### src/ddo_pkg.sv
package ddo_pkg;

  localparam int TICKS_LOG2_DEF   = 11;
  localparam int CORDIC_STEPS_DEF = 24;
  localparam int ATAN_ENTRIES     = 30;
  localparam int DIV_BITS         = 30;

  localparam logic [15:0] CIRC_RESET       = 16'd100;
  localparam logic [15:0] HALF_TRACK_RESET = 16'd350;

  localparam logic [29:0] PI_Q28       = 30'd843314857;
  localparam logic [29:0] PI_LIMIT     = 30'd843314858;
  localparam logic [30:0] HALF_PI_Q30  = 31'd1686629713;
  localparam logic [29:0] INV_GAIN_Q30 = 30'd652032874;

  localparam logic REG_CIRC       = 1'b0;
  localparam logic REG_HALF_TRACK = 1'b1;

  typedef enum logic [3:0] {
    S_IDLE, S_MUL, S_SCALE, S_HEAD, S_CHECK, S_DIV, S_ROT, S_CORDIC, S_DONE
  } state_t;

  typedef struct packed {
    logic load_in;
    logic mul;
    logic scale;
    logic head;
    logic check;
    logic div_step;
    logic rot;
    logic cordic_step;
    logic load_out;
  } dp_cmd_t;

  typedef struct packed {
    logic div_last;
    logic cordic_last;
    logic out_busy;
  } dp_status_t;

  function automatic logic [29:0] atan_q30(input logic [4:0] i);
    logic [29:0] a;
    case (i)
      5'd0:  a = 30'h3243F6A8;
      5'd1:  a = 30'h1DAC6705;
      5'd2:  a = 30'h0FADBAFC;
      5'd3:  a = 30'h07F56EA6;
      5'd4:  a = 30'h03FEAB76;
      5'd5:  a = 30'h01FFD55B;
      5'd6:  a = 30'h00FFFAAA;
      5'd7:  a = 30'h007FFF55;
      5'd8:  a = 30'h003FFFEA;
      5'd9:  a = 30'h001FFFFD;
      5'd10: a = 30'h000FFFFF;
      5'd11: a = 30'h0007FFFF;
      5'd12: a = 30'h0003FFFF;
      5'd13: a = 30'h0001FFFF;
      5'd14: a = 30'h0000FFFF;
      5'd15: a = 30'h00007FFF;
      5'd16: a = 30'h00003FFF;
      5'd17: a = 30'h00001FFF;
      5'd18: a = 30'h00000FFF;
      5'd19: a = 30'h000007FF;
      5'd20: a = 30'h000003FF;
      5'd21: a = 30'h000001FF;
      5'd22: a = 30'h000000FF;
      5'd23: a = 30'h0000007F;
      5'd24: a = 30'h0000003F;
      5'd25: a = 30'h0000001F;
      5'd26: a = 30'h0000000F;
      5'd27: a = 30'h00000007;
      5'd28: a = 30'h00000003;
      5'd29: a = 30'h00000001;
      default: a = 30'h0;
    endcase
    return a;
  endfunction

endpackage

### src/ddo_ctrl.sv
module ddo_ctrl (
  input  logic                clk,
  input  logic                rst,
  input  logic                in_valid,
  output logic                in_ready,
  input  logic                out_ready,
  input  ddo_pkg::dp_status_t status,
  output ddo_pkg::dp_cmd_t    cmd
);
  import ddo_pkg::*;

  state_t state, state_next;

  always_ff @(posedge clk) begin
    if (rst) begin
      state <= S_IDLE;
    end else begin
      state <= state_next;
    end
  end

  always_comb begin
    state_next = state;
    cmd        = '0;
    in_ready   = 1'b0;
    case (state)
      S_IDLE: begin
        in_ready = 1'b1;
        if (in_valid) begin
          cmd.load_in = 1'b1;
          state_next  = S_MUL;
        end
      end
      S_MUL: begin
        cmd.mul    = 1'b1;
        state_next = S_SCALE;
      end
      S_SCALE: begin
        cmd.scale  = 1'b1;
        state_next = S_HEAD;
      end
      S_HEAD: begin
        cmd.head   = 1'b1;
        state_next = S_CHECK;
      end
      S_CHECK: begin
        cmd.check  = 1'b1;
        state_next = S_DIV;
      end
      S_DIV: begin
        cmd.div_step = 1'b1;
        if (status.div_last) state_next = S_ROT;
      end
      S_ROT: begin
        cmd.rot    = 1'b1;
        state_next = S_CORDIC;
      end
      S_CORDIC: begin
        cmd.cordic_step = 1'b1;
        if (status.cordic_last) state_next = S_DONE;
      end
      S_DONE: begin
        // wait for the output register to free up
        if (!status.out_busy || out_ready) begin
          cmd.load_out = 1'b1;
          state_next   = S_IDLE;
        end
      end
      default: state_next = S_IDLE;
    endcase
  end

endmodule

### config.mk
export PLATFORM = sky130hd
export DESIGN_NAME = ddo_ctrl
export DESIGN_NICKNAME = d
export VERILOG_FILES = /design/src/ddo_pkg.sv /design/src/ddo_ctrl.sv
export SDC_FILE = /design/constraint.sdc
export NUM_CORES = 1
export LEC_CHECK = 0
export ABC_CLOCK_PERIOD_IN_PS = 1900
export BUFFER_PORTS_ARGS = -buffer_cell sky130_fd_sc_hd__buf_2
export CAP_MARGIN = 20
export CORE_AREA = 10 10 47 49
export DETAILED_ROUTE_END_ITERATION = 16
export DIE_AREA = 0 0 57 59
export GPL_ROUTABILITY_DRIVEN = 0
export PLACE_DENSITY = 0.53
export SYNTH_ARGS = -nofsm -noshare
export SYNTH_HDL_FRONTEND = slang
export SYNTH_SLANG_ARGS = --single-unit
### constraint.sdc
create_clock -name clk -period 1.9 [get_ports clk]
set_input_delay 0.38 -clock clk [delete_from_list [all_inputs] [get_ports clk]]
set_output_delay 0.38 -clock clk [all_outputs]
set_load 0.005 [all_outputs]
==> qor.txt <==
crit-path cells -> nor2_1 > and4bb_2 > buf_2
setup tns final -> 0 ns
DRC Markers -> 0
Cell Area, Synth -> 327.8 sq um
largest register by flop count -> state
num rows -> 14
CP delay by family, top -> flip-flops
share of cells above drive strength 1 -> 41.38%
R2R Path Start -> state[1]
actual slew at the worst max-slew pin -> 0.4322 ns
Crit path required time -> 1.52 ns
crit end category -> output port
Setup crit start -> state[1]
largest net degree at the start of global routing -> 14
dpl hpwl -> 681.8 um
CP arrival -> 1.27 ns
Metal-1 WL -> 398 um
critical path depth -> 3
initial antenna violation count -> 0
first-pass GRT wire length -> 1414 um
Num CTS Buffers -> 3
CTS clk-pin slew, worst paths -> 0.04 ns
CP startpoint kind -> register
sequential power share -> 38.8%
outcome -> completed
uppermost routed layer -> met3
vias in the first global route -> 331
clk sinks -> 4
max incr delay on CP -> 0.58 ns
post-route antenna net violation count -> 0
Hold Vio Cnt, Final -> 0
Synth warnings -> 0
max reg flops -> 4
# port buffers -> 16
routed wl met2 -> 394 um
Comb pwr share -> 23.4%
Vias/cell -> 4.595
WP buf/inv -> 1
fin. max-slew vios -> 0
drt total wl -> 869 um
Regs by FF count -> state: 4 flops
Worst path slowest cell -> dfxtp_1
setup violators final -> 0
non-filler instance count after layout -> 74
final period utilization -> 86.92%
Post-CTS Setup Bufs -> 0
Met3 Wirelength -> 76 um
Pwr per Cell Area -> 642.6 mW/mm^2
Max VDD drop -> 0.4025 mV
Clock Power Share -> 37.7%
Final #Nets -> 67
die area -> 0.003363 sq mm
vias after detailed routing -> 340
Mapped Nets -> 49
grt ovf -> 0
initial core utilization -> 23.39%
Pleak -> 0.1962 nW
Synth-to-Final Area Change -> 31.30%
ANT cells -> 0
CTS tree -> yes
fin util -> 30.71%
switching share of power -> 27.98%
max cap viols -> 0
first drt pass iteration count -> 2
Period minus WS final -> 1.652 ns
worst reg2reg path depth -> 3
I/O pin cnt -> 17
max_slew headroom -> 71.15%
Hold Crit Start -> rst
core area -> 0.001401 sq mm
#FFs+latches synth -> 4
number of gates resized after cts -> 0
Inst Count DP -> 71
Fmax -> 0.6055 GHz
deepest clock path buffer count -> 2
Final Total Pwr -> 276.6 uW
Worst Path Max Fanout -> 12
Power Internal -> 199.2 uW
register area share after synthesis -> 24.43%
r2r setup slk -> 0.61 ns
Mapped Cells -> 42
min-delay worst type -> in2reg
worst skew pair latency -> 0.23 ns
clock skew -> 0.0002264 ns
Setup Crit Path Kind -> reg2out
sw power -> 77.39 uW
Syn Area/Cell -> 7.805 sq um
Distinct cells, synth -> 20
cts hold-fix bufs -> 0
FF-to-FF End -> state[0]
clock root buffer -> clkbuf_4
post-DR wirelength/cell -> 11.74 um
GRT Resource Usage Total -> 5.354%
RSZ-0062 raised after global routing -> no
Critical path destination -> cmd[0]
Die W -> 57 um
Die H -> 59 um
initial DRC count -> 6
# H-tree levels -> 1
final cells by class:
class                   instances  area, sq um
clock buffers                   3        22.52
multi-input cells              33        216.5
repair buffers                 17        87.58
inverters                       1        3.754
well taps                      16        20.02
fillers                       157        970.9
flip-flops and latches          4        80.08
power by group through the flow:
stage	combinational (mW)	sequential, mW	clock [mW]
6_report	0.0648	0.107	0.104
3_5_place_dp	0.0663	0.109	0
2_1_floorplan	0.0558	0.0954	0
4_1_cts	0.0665	0.108	0.108
3_3_place_gp	0.0668	0.109	0
5_1_grt	0.0727	0.110	0.116
synthesized netlist by cell type:
library cell	number	share of area, %
a21oi_1	4	6.1
and2_1	1	1.9
and4b_1	1	3.1
and4bb_2	1	3.8
buf_2	1	1.5
buf_4	3	6.9
dfxtp_1	4	24
inv_1	1	1.1
mux2_4	1	4.6
nand2_1	5	5.7
nand2b_1	3	5.7
nand4b_1	1	2.7
nor2_1	4	4.6
nor2b_1	1	1.9
nor3_1	5	7.6
nor3_2	1	3.1
nor4_1	2	3.8
nor4_4	1	6.5
o22a_1	1	2.7
or2b_1	1	2.3
routing by layer:
layer,GRT usage (%),vias to the layer above
li1,-,183
met1,5.806,144
met2,7.442,13
met3,3.863,0
met4,3.020,0
met5,0,-
logic make-up (layout without fill, tap and decap cells):
logic type | count (synthesis) | in the layout | synth area share [%]
AOI/OAI and AO/OA | 5 | 5 | 8.779
buffers and inverters | 5 | 21 | 9.539
DFF | 4 | 4 | 24.43
muxes | 1 | 1 | 4.579
and+or+nand+nor | 27 | 27 | 52.67
per-stage QoR:
| stage | setup WS [ns] | hold slack (ns) | cell area, sq um |
|---|---|---|---|
| 2_1_floorplan | 0.5990 | 0.4491 | 327.8 |
| 3_5_place_dp | 0.4865 | 0.6049 | 407.9 |
| 4_1_cts | 0.2391 | 0.3579 | 430.4 |
| 3_3_place_gp | 0.5099 | 0.6072 | 407.9 |
| 6_report | 0.2484 | 0.3638 | 430.4 |
| 5_1_grt | 0.1210 | 0.3778 | 430.4 |
layout by cell type, fill, tap and decap left out:
cell and instances:
a21oi_1 4, and2_1 1, and4b_1 1, and4bb_2 1, buf_2 16, buf_4 1
clkbuf_4 3, dfxtp_1 4, inv_1 1, mux2_4 1, nand2_1 5, nand2b_1 3
nand4b_1 1, nor2_1 4, nor2b_1 1, nor3_1 5, nor3_2 1, nor4_1 2
nor4_4 1, o22a_1 1, or2b_1 1
worst min-delay path by stage:
stage,endpoint,slack (ns),depth (start not counted)
floorplan,state[3],0.45,1
global placement,state[0],0.61,2
detailed placement,state[0],0.60,2
CTS,state[0],0.36,2
global route,state[0],0.38,2
finish,state[0],0.36,2
Note: power is estimated with default switching activity, not from simulation.
